File: config.mk
export PLATFORM = sky130hd
export DESIGN_NAME = c3s_mac
export DESIGN_NICKNAME = d
export VERILOG_FILES = /design/src/rtl/core/assert_macros.svh /design/src/rtl/core/c3s_pkg.sv /design/src/rtl/core/c3s_mac.sv
export SDC_FILE = /design/constraint.sdc
export NUM_CORES = 2
export LEC_CHECK = 0
export BUFFER_PORTS_ARGS = -buffer_cell sky130_fd_sc_hd__buf_2
export CAP_MARGIN = 30
export CORE_MARGIN = 1
export CORE_UTILIZATION = 40
export DETAILED_ROUTE_END_ITERATION = 16
export HOLD_SLACK_MARGIN = 0.08
export PLACE_DENSITY_LB_ADDON = 0.1
export REMOVE_ABC_BUFFERS = 1
export SYNTH_ARGS = -nofsm -noshare
export SYNTH_HDL_FRONTEND = slang
export SYNTH_SLANG_ARGS = --single-unit
File: constraint.sdc
create_clock -name clk -period 7 [get_ports clk]
set_input_delay 0.35 -clock clk [delete_from_list [all_inputs] [get_ports clk]]
set_output_delay 0.35 -clock clk [all_outputs]
set_load 0.01 [all_outputs]
File: src/rtl/core/assert_macros.svh
// Assertion macros shared by the convolution core.
`ifndef ASSERT_MACROS_SVH
`define ASSERT_MACROS_SVH

// Property that must hold at every rising edge outside reset.
`define ASSERT_CLK(label, clk, rst_n, prop, msg) \
	label: assert property (@(posedge clk) disable iff (!rst_n) (prop)) \
		else $error(msg);

// Same-cycle implication, checked at every rising edge outside reset.
`define ASSERT_IMPL(label, clk, rst_n, ante, cons, msg) \
	label: assert property (@(posedge clk) disable iff (!rst_n) (ante) |-> (cons)) \
		else $error(msg);

`endif

File: src/rtl/core/c3s_pkg.sv
// Types and constants for the 3x3 saturating convolution core.
`timescale 1ns / 1ps
package c3s_pkg;

	localparam int TAPS         = 3;
	localparam int PIX_W        = 8;
	localparam int REG_W        = 48;
	localparam int DIM_REG_W    = 11;
	localparam int DIM_W        = 13;
	localparam int COEF_FIELD_W = 16;
	localparam int CFG_IDX_W    = 3;

	// output queue
	localparam int FIFO_DEPTH = 8;
	localparam int FIFO_PTR_W = $clog2(FIFO_DEPTH);
	localparam int FIFO_CNT_W = $clog2(FIFO_DEPTH + 1);

	localparam logic [PIX_W-1:0]     PIX_MAX    = 8'd255;
	localparam logic [DIM_W-1:0]     MIN_DIM    = 13'd3;
	localparam logic [DIM_W-1:0]     WIN_START  = 13'd2;
	localparam logic [REG_W-1:0]     KROW0_RST  = 48'h0;
	localparam logic [REG_W-1:0]     KROW1_RST  = 48'h10000;
	localparam logic [REG_W-1:0]     KROW2_RST  = 48'h0;
	localparam logic [DIM_REG_W-1:0] DIM_RST    = 11'd1024;

	typedef enum logic [CFG_IDX_W-1:0] {
		REG_KERNEL_ROW0 = 3'd0,
		REG_KERNEL_ROW1 = 3'd1,
		REG_KERNEL_ROW2 = 3'd2,
		REG_LINE_WIDTH  = 3'd3,
		REG_FRAME_LINES = 3'd4
	} reg_idx_t;

	typedef logic [PIX_W-1:0] pix_t;

	// 3x3 neighbourhood, [row][column], column 0 is two pixels back
	typedef pix_t [TAPS-1:0][TAPS-1:0] win_t;

	typedef struct packed {
		logic valid;
		logic frame_end;
	} tag_t;

	typedef struct packed {
		logic frame_end;
		pix_t pixel_out;
	} res_t;

endpackage

File: src/rtl/core/c3s_mac.sv
// Nine-tap multiply and adder tree with saturation to 8 bits.
`timescale 1ns / 1ps
module c3s_mac #(
	parameter int COEF_BITS = 16
) (
	input  logic          clk,
	input  logic          arst_n,
	input  c3s_pkg::win_t win_s1,
	input  c3s_pkg::tag_t tag_s1,
	input  logic [c3s_pkg::TAPS-1:0][c3s_pkg::TAPS-1:0][COEF_BITS-1:0] coefs,
	output logic          push,
	output c3s_pkg::res_t push_data
);
	import c3s_pkg::*;

	localparam int PROD_W = PIX_W + COEF_BITS;
	localparam int ROW_W  = PROD_W + 2;
	localparam int SUM_W  = PROD_W + 4;

	logic [PROD_W-1:0] prod_s2 [TAPS][TAPS];
	logic [ROW_W-1:0]  row_s3 [TAPS];
	logic [SUM_W-1:0]  total;
	tag_t              tag_s2, tag_s3, tag_s4;
	res_t              res_s4;

	always_ff @(posedge clk or negedge arst_n) begin
		if (!arst_n) begin
			tag_s2 <= '0;
			tag_s3 <= '0;
			tag_s4 <= '0;
		end else begin
			tag_s2 <= tag_s1;
			tag_s3 <= tag_s2;
			tag_s4 <= tag_s3;
		end
	end

	// products
	always_ff @(posedge clk) begin
		for (int y = 0; y < TAPS; y++) begin
			for (int x = 0; x < TAPS; x++) begin
				prod_s2[y][x] <= PROD_W'(win_s1[y][x]) * PROD_W'(coefs[y][x]);
			end
		end
	end

	// row sums
	always_ff @(posedge clk) begin
		for (int y = 0; y < TAPS; y++) begin
			row_s3[y] <= ROW_W'(prod_s2[y][0]) + ROW_W'(prod_s2[y][1])
				+ ROW_W'(prod_s2[y][2]);
		end
	end

	// final sum and clip
	assign total = SUM_W'(row_s3[0]) + SUM_W'(row_s3[1]) + SUM_W'(row_s3[2]);

	always_ff @(posedge clk) begin
		res_s4.frame_end <= tag_s3.frame_end;
		if (total > SUM_W'(PIX_MAX)) begin
			res_s4.pixel_out <= PIX_MAX;
		end else begin
			res_s4.pixel_out <= total[PIX_W-1:0];
		end
	end

	assign push      = tag_s4.valid;
	assign push_data = res_s4;

endmodule

; ---- Yosys cells after proc, flatten, opt, wreduce, memory -nomap -nowiden
; Memories as Yosys holds them, arrays and structs flattened.
; Index checks and enable logic that the tools add are counted.
[totals]
n_memories = 2
ramBits = 294
ff_bits = 14
out_inout_bits = 10
wordCells = 27
inputBits = 220
[memory_table]
columns = memory, words, word_bits, rd, rd_ports_with_merged_regs, wr, line
row1 = prod_s2, 3, 72, 3, 0, 3, c3s_mac.sv:20  ; logic [PROD_W-1:0] prod_s2 [TAPS][TAPS];
row2 = row_s3, 3, 26, 3, 0, 3, c3s_mac.sv:21  ; logic [ROW_W-1:0] row_s3 [TAPS];
[classes]
n_addsub = 8
n_lt_le_gt_ge = 1
mul = 9
[op_table]
columns = operator, n
row1 = $mul 8x16->24, 9
row2 = $add 24x24->25, 3
row3 = $add 25x24->26, 2
row4 = $add 28x26->28, 1
row5 = $gt 28x8->1 const B, 1
row6 = $add 26x26->27, 1
row7 = $add 26x24->26, 1

; ---- Longest topological paths before layout
[logic_depth]
word_depth = 3
ltp_mapped = 23
mapped_depth_nobuf = 23

; ---- Worst setup path after synthesis
; Ideal clock, no wire load.
[synth_timing]
path_kind = input -> register
start = in win_s1[10] (netlist name)
end = mem prod_s2[0][47] (netlist name)
setup_time_ns = 0.072
cell_stages = 18
required_time_ns = 6.928
path_buffers = 1
arrival_time_ns = 4.843
path_slack_ns = 2.085
cell_sequence = clkbuf_1 > and2_1 > fa_1 > inv_1 > fa_1 > fa_1 > fa_1 > inv_1 > ha_1 > or2_2 > a21oi_1 > a31oi_1 > a211oi_1 > o31ai_1 > or4_1 > a31o_2 > a21oi_1 > xnor2_1
[synth_lines]
columns = element, line
row1 = from (decl), c3s_mac.sv:8  ; input c3s_pkg::win_t win_s1,
row2 = to (decl), c3s_mac.sv:20

==> flow_summary.ini <==
[status]
run_status = finished, final reports clean

[synth]
synth_edf_count = 0
synth_ff_type = sky130_fd_sc_hd__dfxtp_1
seq_area_frac_synth = 0.1311
synth.distinct_cells = 74
synth_async_sr_flop_share = 0.01623
synth.yosys.warnings = 0
synth_top_area_frac = 0.3532
synth.largest_area_cell = sky130_fd_sc_hd__fa_1
syn-mean-instance-area_sq_um = 9.251
mappedNetlistArea_sq_mm = 0.04722
postSynthCellCount = 5104
postSynthRegisterBits = 308
yosys-top-cells-area = sky130_fd_sc_hd__fa_1, sky130_fd_sc_hd__ha_1, sky130_fd_sc_hd__dfxtp_1, sky130_fd_sc_hd__and2_1, sky130_fd_sc_hd__inv_1

[timing]
fmax_ghz = 0.1872
fin_crit_sh = 0.7633
final.setup.tns_ns = 0
setup-violations-final = 0
finalClockSkew_ns = 0.03705
final_max_slew_viol_count = 0
fin_crit_ns = 5.343
final_hold_viol_count = 0
worst_slew_pin_slew_ns = 0.7647
unrepaired_setup_endpoints_after_global_routing = no
max-slew-margin-rel = 0.4770

[clock_network]
tritoncts = yes
source_to_sink_clock_delay_at_the_later_pin_of_the_worst_skew_pair_ns = 0.57
cts_made_buffers = 37
cts_root_buf = sky130_fd_sc_hd__clkbuf_16
cts.path.max_buffers = 3
worst_setup_hold_path_clk_slew_ns = 0.06
cts.htree.levels = 2
cts.sink_count = 308

[global_route]
grt_overflow_total = 0
antenna_violations_before_repair = 11
first_global_vias = 36230
grt_pass1_wl_mm = 190.4
grt_start_max_net_pins = 17
grt_use_total = 0.1968

[place]
port-buffer-count = 229
dpl.cell_count = 6774
detailed_place.area_sq_mm = 0.04996
detailed_place_hpwl_mm = 95.63
gp_congestion = 0.8440

[pwr]
pwr-share-clk = 0.075
totalPowerFinal_w = 0.02668
vdd.ir_drop.worst_mv = 0.3074
power.combinational.fraction = 0.794
share_seq_of_total_power = 0.131
leakagePower_nw = 24.49
power.switching_w = 0.01343
power_density_mw_per_mm2 = 520.3
switching_share_of_power = 0.5035
internal_power_contribution_w = 0.01325

[detailed_routing]
num_vias = 34290
drt_drc_violations_left = 0
avgRoutedWirePerCell_um = 16.52
antenna_left = 0
vias_per_cell = 5.004
first_pass_iteration_count_of_the_detailed_router = 7
drt-initial-drc-count = 1388
wirelength_mm = 113.2

[worst_setup_path]
critPathKind = flip-flop to flip-flop
crit_path_end_kind = flip-flop
cp.required_ns = 7.42
worst_flop_to_flop_path_startpoint = row_s3[0][0]$_DFF_P_
cp_data_arrival_time_ns = 5.76
critPathLaunchType = flip-flop
setup.worst_path.start = row_s3[0][0]$_DFF_P_
worstPathMaxFanout = 8

[finish]
layout.cells.most_common_list = sky130_fd_sc_hd__fa_1, sky130_fd_sc_hd__inv_1, sky130_fd_sc_hd__nand2_1
final.fill_count = 11640
final_net_count = 6868
finish.instance_area_sq_mm = 0.05128
areaGrowthSynthToFinish_pct = 8.609
post_route_cells_drive_above_1_share = 0.06279
mostFrequentLayoutCell = sky130_fd_sc_hd__fa_1
stdcell_count = 6852

[die]
die_area_sq_mm = 0.1194
dieWidth_um = 345.6
fp.coreArea_sq_mm = 0.1167
die-height_um = 345.6
io_pins = 230
num_rows = 125
start_util = 0.4047

[hold_path]
type_of_the_worst_min_delay_path = input pin to flip-flop
hp-start = coefs[16]

[run]
max_cap_violations = 0
worst max-delay path: stages (launching register included):
cell                        delay (ns)
sky130_fd_sc_hd__dfxtp_1          0.32
sky130_fd_sc_hd__ha_1             0.16
sky130_fd_sc_hd__inv_1            0.05
sky130_fd_sc_hd__fa_1             0.40
sky130_fd_sc_hd__nor2b_1          0.17
sky130_fd_sc_hd__o31a_1           0.21
sky130_fd_sc_hd__o2111ai_1        0.16
sky130_fd_sc_hd__a21boi_1         0.20
sky130_fd_sc_hd__o31a_1           0.22
sky130_fd_sc_hd__o211ai_1         0.13
sky130_fd_sc_hd__a21boi_0         0.24
sky130_fd_sc_hd__o21ai_0          0.11
sky130_fd_sc_hd__a21oi_1          0.23
sky130_fd_sc_hd__ha_1             0.27
sky130_fd_sc_hd__a21oi_1          0.21
sky130_fd_sc_hd__nor2_1           0.08
sky130_fd_sc_hd__a211oi_1         0.38
sky130_fd_sc_hd__nor2_1           0.07
sky130_fd_sc_hd__a2111oi_0        0.43
sky130_fd_sc_hd__nand4_1          0.14
sky130_fd_sc_hd__a211oi_1         0.25
sky130_fd_sc_hd__nand4b_1         0.18
sky130_fd_sc_hd__nor4_4           0.40
sky130_fd_sc_hd__o211ai_1         0.18
kinds of logic (layout without fill, tap and decap cells):
family,after synthesis,after routing,share of synthesized area
buf+inv,855,1070,0.06797
fa+ha+maj,1354,1354,0.4912
xor+xnor,249,249,0.04619
simple gates,1743,1743,0.1801
flops,308,308,0.1311
compound gates,590,590,0.08233
mux,5,5,0.001060
other cells,0,9,0
sequential cells by signal (all words and copies together) (netlist names):
register and flops:
tag_s3 2, prod_s2 216, push 1, push_data 9
tag_s2 2, row_s3 78
worst paths after layout:
check | to | slack, ns | cells after the start
min reg2reg | push_data[8]$_DFF_P_ | 0.34 | 0
max | push_data[1]$_SDFF_PN1_ | 1.66 | 23
min in group asynchronous | push$_DFF_PN0_ | 0.69 | 3
max in group asynchronous | tag_s2[0]$_DFF_PN0_ | 6.12 | 3
max reg2reg | push_data[1]$_SDFF_PN1_ | 1.66 | 23
min | prod_s2[0][24]$_DFF_P_ | 0.14 | 2
Yosys cell counts, drive strengths merged (22+ instances only):
cell and instances:
a211oi 30, a21o 62, a21oi 189, and2 530
and3 31, clkbuf 83, dfxtp 303, fa 833
ha 521, inv 772, nand2 764, nand2b 32
nand3 54, nor2 157, nor2b 32, nor3 68
o21a 34, o21ai 101, or3 22, xnor2 186
xor2 63
layout make-up:
cell class / count / area, sq um / area share
inverter: 772 / 2898 / 0.05650
clock buffer: 46 / 1011 / 0.01971
multi-input combinational: 3941 / 37820 / 0.7374
timing repair buffer: 234 / 1196 / 0.02332
antenna: 9 / 22.52 / 0.0004392
sequential: 308 / 6191 / 0.1207
tap: 1524 / 1907 / 0.03718
clock inverter: 18 / 240.2 / 0.004684
per-layer routing:
layer  vias to the layer above  global-route usage  part of all wire  wire, um
li1                      16490                   -                 -         -
met1                     17170              0.2745              0.47     53020
met2                       525              0.3310              0.48     54470
met3                        97             0.01592             0.031      3504
met4                         0             0.04583             0.020      2216
met5                         -                   0                 0         0
power groups by stage:
stage | clock network (W) | logic [W] | registers, W
global route | 0.00214 | 0.0242 | 0.00358
detailed placement | 0 | 0.0213 | 0.00354
CTS | 0.00208 | 0.0215 | 0.00352
global placement | 0 | 0.0213 | 0.00356
finish | 0.00200 | 0.0212 | 0.00349
floorplan | 0 | 0.0164 | 0.00320
stage by stage:
| stage | setup WS, ns | utilization | hold slack [ns] |
|---|---|---|---|
| global placement | 1.539 | 0.4282 | 0.1678 |
| floorplan | 2.240 | - | 0.05441 |
| detailed placement | 1.600 | 0.4282 | 0.1685 |
| finish | 1.657 | 0.4396 | 0.1401 |
| CTS | 1.625 | 0.4394 | 0.09621 |
| global route | 1.126 | 0.4396 | 0.1241 |
repair_timing:
action / CTS / global route
endpoints found under the setup margin: 0 / 0
setup buffers: 0 / 0
gates resized for setup: 0 / 0
hold buffers: 5 / 0
endpoints found under the hold margin: 8 / 0
Note: power is estimated with default switching activity, not from simulation.
