==> config.mk <==
export PLATFORM = sky130hd
export DESIGN_NAME = c3s_out_fifo_flat
export DESIGN_NICKNAME = d
export VERILOG_FILES = /design/src/rtl/core/c3s_pkg.sv /design/src/rtl/core/c3s_if.sv /design/src/rtl/core/c3s_out_fifo.sv /design/src/flat_wrapper.sv
export VERILOG_INCLUDE_DIRS = /design/src /design/src/rtl/core
export SDC_FILE = /design/constraint.sdc
export NUM_CORES = 1
export LEC_CHECK = 0
export BUFFER_PORTS_ARGS = -buffer_cell sky130_fd_sc_hd__buf_4
export CAP_MARGIN = 20
export CORE_MARGIN = 3
export CORE_UTILIZATION = 50
export CTS_BUF_LIST = sky130_fd_sc_hd__clkbuf_8
export DETAILED_ROUTE_END_ITERATION = 6
export GPL_TIMING_DRIVEN = 0
export PLACE_DENSITY_LB_ADDON = 0.05
export REMOVE_ABC_BUFFERS = 1
export SETUP_SLACK_MARGIN = 0.3
export SYNTH_ARGS = -nofsm -noshare
export SYNTH_HDL_FRONTEND = slang
export SYNTH_SLANG_ARGS = --single-unit
==> constraint.sdc <==
create_clock -name clk -period 7.1 [get_ports clk]
set_input_delay 1.775 -clock clk [delete_from_list [all_inputs] [get_ports clk]]
set_output_delay 1.775 -clock clk [all_outputs]
set_load 0.02 [all_outputs]
==> src/rtl/core/assert_macros.svh <==
// Assertion macros shared by the convolution core.
`ifndef ASSERT_MACROS_SVH
`define ASSERT_MACROS_SVH

// Property that must hold at every rising edge outside reset.
`define ASSERT_CLK(label, clk, rst_n, prop, msg) \
	label: assert property (@(posedge clk) disable iff (!rst_n) (prop)) \
		else $error(msg);

// Same-cycle implication, checked at every rising edge outside reset.
`define ASSERT_IMPL(label, clk, rst_n, ante, cons, msg) \
	label: assert property (@(posedge clk) disable iff (!rst_n) (ante) |-> (cons)) \
		else $error(msg);

`endif

==> src/rtl/core/c3s_pkg.sv <==
// Types and constants for the 3x3 saturating convolution core.
`timescale 1ns / 1ps
package c3s_pkg;

	localparam int TAPS         = 3;
	localparam int PIX_W        = 8;
	localparam int REG_W        = 48;
	localparam int DIM_REG_W    = 11;
	localparam int DIM_W        = 13;
	localparam int COEF_FIELD_W = 16;
	localparam int CFG_IDX_W    = 3;

	// output queue
	localparam int FIFO_DEPTH = 8;
	localparam int FIFO_PTR_W = $clog2(FIFO_DEPTH);
	localparam int FIFO_CNT_W = $clog2(FIFO_DEPTH + 1);

	localparam logic [PIX_W-1:0]     PIX_MAX    = 8'd255;
	localparam logic [DIM_W-1:0]     MIN_DIM    = 13'd3;
	localparam logic [DIM_W-1:0]     WIN_START  = 13'd2;
	localparam logic [REG_W-1:0]     KROW0_RST  = 48'h0;
	localparam logic [REG_W-1:0]     KROW1_RST  = 48'h10000;
	localparam logic [REG_W-1:0]     KROW2_RST  = 48'h0;
	localparam logic [DIM_REG_W-1:0] DIM_RST    = 11'd1024;

	typedef enum logic [CFG_IDX_W-1:0] {
		REG_KERNEL_ROW0 = 3'd0,
		REG_KERNEL_ROW1 = 3'd1,
		REG_KERNEL_ROW2 = 3'd2,
		REG_LINE_WIDTH  = 3'd3,
		REG_FRAME_LINES = 3'd4
	} reg_idx_t;

	typedef logic [PIX_W-1:0] pix_t;

	// 3x3 neighbourhood, [row][column], column 0 is two pixels back
	typedef pix_t [TAPS-1:0][TAPS-1:0] win_t;

	typedef struct packed {
		logic valid;
		logic frame_end;
	} tag_t;

	typedef struct packed {
		logic frame_end;
		pix_t pixel_out;
	} res_t;

endpackage

==> src/rtl/core/c3s_if.sv <==


interface c3s_res_if;
	import c3s_pkg::*;
	logic       valid;
	logic       ready;
	logic [PIX_W-1:0] pixel_out;
	logic       frame_end;
	modport source (output valid, output pixel_out, output frame_end, input ready);
	modport sink (input valid, input pixel_out, input frame_end, output ready);
endinterface


==> src/rtl/core/c3s_out_fifo.sv <==
// Result queue with credit count covering results still in the pipeline.
`timescale 1ns / 1ps
`include "assert_macros.svh"
module c3s_out_fifo (
	input  logic          clk,
	input  logic          arst_n,
	input  logic          reserve,
	input  logic          push,
	input  c3s_pkg::res_t push_data,
	output logic          room,
	c3s_res_if.source     res
);
	import c3s_pkg::*;

	logic [FIFO_CNT_W-1:0] cred_q, cnt_q;
	logic [FIFO_PTR_W-1:0] wr_q, rd_q;
	res_t                  ent_q [FIFO_DEPTH];
	logic                  pop;

	assign pop           = res.valid && res.ready;
	assign res.valid     = (cnt_q != '0);
	assign res.pixel_out = ent_q[rd_q].pixel_out;
	assign res.frame_end = ent_q[rd_q].frame_end;

	// a word is admitted only if its result has a slot waiting
	assign room = (cred_q < FIFO_CNT_W'(FIFO_DEPTH));

	always_ff @(posedge clk or negedge arst_n) begin
		if (!arst_n) begin
			cred_q <= '0;
			cnt_q  <= '0;
			wr_q   <= '0;
			rd_q   <= '0;
		end else begin
			case ({reserve, pop})
				2'b10:   cred_q <= cred_q + 1'b1;
				2'b01:   cred_q <= cred_q - 1'b1;
				default: cred_q <= cred_q;
			endcase
			case ({push, pop})
				2'b10:   cnt_q <= cnt_q + 1'b1;
				2'b01:   cnt_q <= cnt_q - 1'b1;
				default: cnt_q <= cnt_q;
			endcase
			if (push) begin
				wr_q <= (wr_q == FIFO_PTR_W'(FIFO_DEPTH - 1)) ? '0 : wr_q + 1'b1;
			end
			if (pop) begin
				rd_q <= (rd_q == FIFO_PTR_W'(FIFO_DEPTH - 1)) ? '0 : rd_q + 1'b1;
			end
		end
	end

	always_ff @(posedge clk) begin
		if (push) begin
			ent_q[wr_q] <= push_data;
		end
	end

	`ASSERT_CLK(a_cred_covers, clk, arst_n, cred_q >= cnt_q, "queue holds more than was reserved")
	`ASSERT_IMPL(a_no_ovf, clk, arst_n, push && !pop, cnt_q < FIFO_CNT_W'(FIFO_DEPTH), "full queue")
	`ASSERT_IMPL(a_pop_credit, clk, arst_n, pop, cred_q != '0, "pop without reservation")

endmodule

==> src/flat_wrapper.sv <==
// flat-port wrapper written by rule: the top's interface ports become plain ports
module c3s_out_fifo_flat import c3s_pkg::*;
  (clk, arst_n, reserve, push, push_data, room, res_valid, res_pixel_out, res_frame_end, res_ready);
  c3s_res_if res_i ();
  input  logic clk;
  input  logic arst_n;
  input  logic reserve;
  input  logic push;
  input  c3s_pkg::res_t push_data;
  output logic room;
  output wire logic [$bits(res_i.valid)-1:0] res_valid;
  output wire logic [$bits(res_i.pixel_out)-1:0] res_pixel_out;
  output wire logic [$bits(res_i.frame_end)-1:0] res_frame_end;
  input wire logic [$bits(res_i.ready)-1:0] res_ready;
  assign res_valid = res_i.valid;
  assign res_pixel_out = res_i.pixel_out;
  assign res_frame_end = res_i.frame_end;
  assign res_i.ready = res_ready;
  c3s_out_fifo u_core (.clk(clk), .arst_n(arst_n), .reserve(reserve), .push(push), .push_data(push_data), .room(room), .res(res_i));
endmodule
Word-level counts from Yosys, hierarchy flattened:

Memory sizes are Yosys's and may differ from the RTL's.
Cells that the tools add are included.

* bits in registers: 14
* bits in latches: 0
* bits in writable memories: 72
* bits in read-only memories: 0
* memories kept: 1

* $add $sub $neg: 6
* $mul: 0
* divide/modulo/power cells: 0
* magnitude comparators: 1
* equality and inequality tests: 6
* shifts and indexed selects: 0
* multiplexer cells: 6
* bitwise logic cells: 0
* reduce and logical (&&, ||, !) cells: 4

Memories
* u_core.ent_q: depth 8, bits a word 9, rd ports 1, clocked after Yosys merged registers in 0, write ports 1, RTL line c3s_out_fifo.sv:17 `res_t ent_q [FIFO_DEPTH];`

Operators by type and width (count)
* one-hot mux 4 bit (2 select lines): 2
* adder 4 x 1 -> 4 bit, second input constant: 2
* subtractor 4 x 1 -> 4 bit, second input constant: 2
* adder 3 x 1 -> 3 bit, second input constant: 2
* equality test 3 bit, second input constant: 2
* two-way mux 3 bit: 2
* equality test 2 x 1 -> 1 bit, second input constant: 2
* equality test 2 bit, second input constant: 2
* less-than comparator 4 bit, second input constant: 1
* nonzero test 2 bit: 2
* nonzero test 4 bit: 1
* two-way mux 1 bit: 2
* logical AND 1 bit: 1

Logic depth before layout (Yosys ltp):

* depth after elaboration: 4
* mapped depth: 10

Worst setup path after synthesis:

Ideal clock, no wire load.

* path kind: reg2out
* start: reg u_core.rd_q[0]
* end: out res_frame_end
* arrival time: 1.389 ns
* slack: 3.936 ns
* cell stages (with the launch flop): 4
* path through: dfrtp_1 > buf_6 > mux4_1 > mux2_2

* longest elaborated chain between the ends: 1

Ends and longest elaborated chain
* start: declaration: RTL line c3s_out_fifo.sv:16 `logic [FIFO_PTR_W-1:0] wr_q, rd_q;`
* start signal: assignment: RTL line c3s_out_fifo.sv:49 `rd_q <= (rd_q == FIFO_PTR_W'(FIFO_DEPTH - 1)) ? '0 : rd_q + 1'b1;`
* memory read (8 x 9 bit)
* end: declaration: RTL line flat_wrapper.sv:13 `output wire logic [$bits(res_i.frame_end)-1:0] res_frame_end;`

Every way passes these cells.

Worst setup path after layout:

* start: reg u_core.rd_q[0]
* end: out res_pixel_out[1]

* longest elaborated chain between the ends: 1

Ends and longest elaborated chain
* memory read (8 x 9 bit)
* end: declaration: RTL line flat_wrapper.sv:12 `output wire logic [$bits(res_i.pixel_out)-1:0] res_pixel_out;`

Every way passes these cells.

==> metrics.md <==
| Metric | Value |
|---|---|
| Status | `complete, no violations` |
| CTS buffer count | `9` |
| Root buffer cell | `clkbuf_8` |
| Final setup fails | `0` |
| Register bit total from synthesis | `86` |
| Layout Nets | `240` |
| Routed vias/inst | `5.407` |
| Hold buffer count at cts | `0` |
| Post-CTS Setup Inserts | `0` |
| Area delta synth->final | `13.29%` |
| Clock buffer depth | `2` |
| Post-synthesis sequential area ratio | `69.34%` |
| Slew Limit Headroom | `25.27%` |
| Layout cells sized above 1 | `27.15%` |
| RSZ-0062 raised after global routing | `no` |
| Vias | `1714` |
| DP Wirelength | `3.793 mm` |
| Clk slew on worst S/H paths | `0.08 ns` |
| Antenna violations before repair | `0` |
| Critical path endpoint category | `primary output` |
| GRT Overall Usage | `15.65%` |
| Clk Latency, worst-skew pair | `0.34 ns` |
| Final period util | `60.30%` |
| CP Class | `reg -> out` |
| Clock skew | `0.004078 ns` |
| Nature of the critical path startpoint | `flop` |
| Cells after Synth | `184` |
| Diode count | `0` |
| Syn. warnings | `0` |
| CP Cell Sequence | `mux4_1 > mux2_2 > buf_4` |
| First-pass GRT wire length | `9.487 mm` |
| CTS tree | `yes` |
| CTS resizes | `0` |
| Fin. max-slew vios | `0` |
| Routed Antenna Nets | `0` |
| Number of global-route vias before repair | `1832` |
| Row cnt | `30` |
| Yosys cell types | `29` |
| Routed len/inst | `18.93 um` |
| Dominant cell type by area after synthesis | `edfxtp_1` |
| Die ar. | `8305 um^2` |
| Grt ovf | `0` |
| Hold WC Path Type | `reg -> reg` |
| H-tree depth | `3` |
| Setup_tns | `0 ns` |
| Worst-Margin Slew | `1.117 ns` |
| DRC violations left | `0` |
| CTS sink count | `86` |
| Post-Syn Area per Cell | `19.69 um^2` |
| Num ports | `25` |
| Die W | `91.13 um` |
| Synth top area cells | `edfxtp_1 (60%), mux4_1 (12%), dfrtp_1 (9.7%)` |
| Core Area | `6907 um^2` |
| CP max-delay cell | `dfrtp_1` |
| Cell family with most CP delay | `flip-flops` |
| Buffers & Inverters on Critical Path | `1` |
| Worst Path Required | `5.33 ns` |
| Fmax | `233.6 MHz` |
| Top cell type's share of synthesized area | `59.67%` |
| Syn Std Cell Area | `3623 um^2` |
| WL final | `6.002 mm` |
| Pwr Density | `390.1 nW/um^2` |
| Critical Path AT | `2.51 ns` |
| DRT Pass-1 Iters | `4` |
| Worst Path Max Fanout | `21` |
| Post-layout minimum cycle time | `4.281 ns` |
| Pre-CTS WS | `3.156 ns` |
| I/O Buffers | `24` |
| Placer Congestion | `0.7066` |
| Hold Vio Cnt, Final | `0` |
| CP max stage delay | `1.05 ns` |
| Max cap viols | `0` |
| P_leak | `1.506 nW` |
| Final worst setup slack | `2.819 ns` |
| Starting DRT DRC Count | `65` |
| Initial Util | `52.46%` |
| Peak supply drop | `0.0002024 V` |
| Die span in y | `91.13 um` |
| Largest net degree at the start of global routing | `22` |
==> per-stage QoR <==
stage | cells | utilization, % | cell area, um^2 | hold slack (ns) | power (mW)
after floorplan | 179 | - | 3587 | 0.4437 | 1.107
after detailed placement | 299 | 56.43 | 3897 | 0.4619 | 1.301
after global placement | 299 | 56.29 | 3887 | 0.4607 | 1.264
after global routing | 317 | 59.44 | 4105 | 0.5211 | 1.701
final | 317 | 59.44 | 4105 | 0.4771 | 1.602
after CTS | 315 | 59.17 | 4086 | 0.4789 | 1.620
==> where the power goes <==
| part | switching, mW | internal (mW) |
|---|---|---|
| Clock | 0.160 | 0.160 |
| Sequential | 0.118 | 0.652 |
| Combinational | 0.228 | 0.283 |
| Total | 0.506 | 1.10 |
==> cell type report <==
type                       count  area [um^2]
multi-input combinational     89         1070
timing repair buffer          26        198.9
clock buffer                   9        123.9
clock inverter                 7        65.06
sequential                    86         2512
tap                           96        120.1
fill                         538         2801
inverter                       4        15.01
==> per-layer routing <==
metal | up-vias | GRT usage (%) | share of wire [%]
met3 | 9 | 2.983 | 2.7
met2 | 25 | 25.51 | 52
met4 | 0 | 6.784 | 1.3
met5 | - | 0 | 0
li1 | 805 | - | -
met1 | 875 | 20.63 | 44
==> cell usage after synthesis <==
cell type,count
mux2_2,15
a21oi_1,5
nand3b_1,1
a211oi_1,1
a22o_1,1
o21ai_0,2
nor2_1,10
edfxtp_1,72
buf_2,2
buf_1,1
a211o_1,1
dfrtp_1,14
xnor2_1,3
xor2_1,7
nor3b_1,1
nand2b_1,3
or4_4,1
nor3_1,3
and3b_1,1
mux4_1,17
buf_6,2
nand2_4,1
nor2b_1,1
a21o_1,1
nand2_1,2
mux4_2,1
ha_1,10
or4b_1,1
inv_1,4
==> registers in the layout (all words and copies together), names as in the netlist <==
name / cells
u_core.wr_q: 3
u_core.rd_q: 3
u_core.cnt_q: 4
u_core.cred_q: 4
u_core.ent_q: 72
==> cells by family (layout without fill, tap and decap cells) <==
family,Yosys count,in the layout,share of synthesized area (%)
adders and majority gates,10,10,3.453
DFF,86,86,69.34
and+or+nand+nor,25,25,3.902
AOI/OAI and AO/OA,11,11,1.865
muxes,33,33,17.61
xor gates and xnor gates,10,10,2.417
buffers and inverters,9,46,1.415
==> final timing paths <==
| path | start | to | slack, ns | depth (start not counted) |
|---|---|---|---|---|
| max in group asynchronous | arst_n | u_core.cnt_q[1] | 5.66 | 1 |
| max | u_core.rd_q[0] | res_pixel_out[1] | 2.82 | 3 |
| min in group asynchronous | arst_n | u_core.cred_q[2] | 1.27 | 1 |
| min reg2reg | u_core.cnt_q[3] | u_core.cnt_q[3] | 0.48 | 1 |
| min | u_core.cnt_q[3] | u_core.cnt_q[3] | 0.48 | 1 |
| max reg2reg | u_core.cnt_q[1] | u_core.cnt_q[2] | 4.53 | 10 |
==> placed cells by master, fill, tap and decap left out, types with 3 or more instances in the layout <==
cell | synthesis | final
nor2_1 | 10 | 10
nand2b_1 | 3 | 3
buf_4 | 0 | 25
clkbuf_8 | 0 | 9
dfrtp_1 | 14 | 14
ha_1 | 10 | 10
mux2_2 | 15 | 15
edfxtp_1 | 72 | 72
xnor2_1 | 3 | 3
xor2_1 | 7 | 7
inv_1 | 4 | 4
mux4_1 | 17 | 17
a21oi_1 | 5 | 5
(Power assumes the default switching activity.)
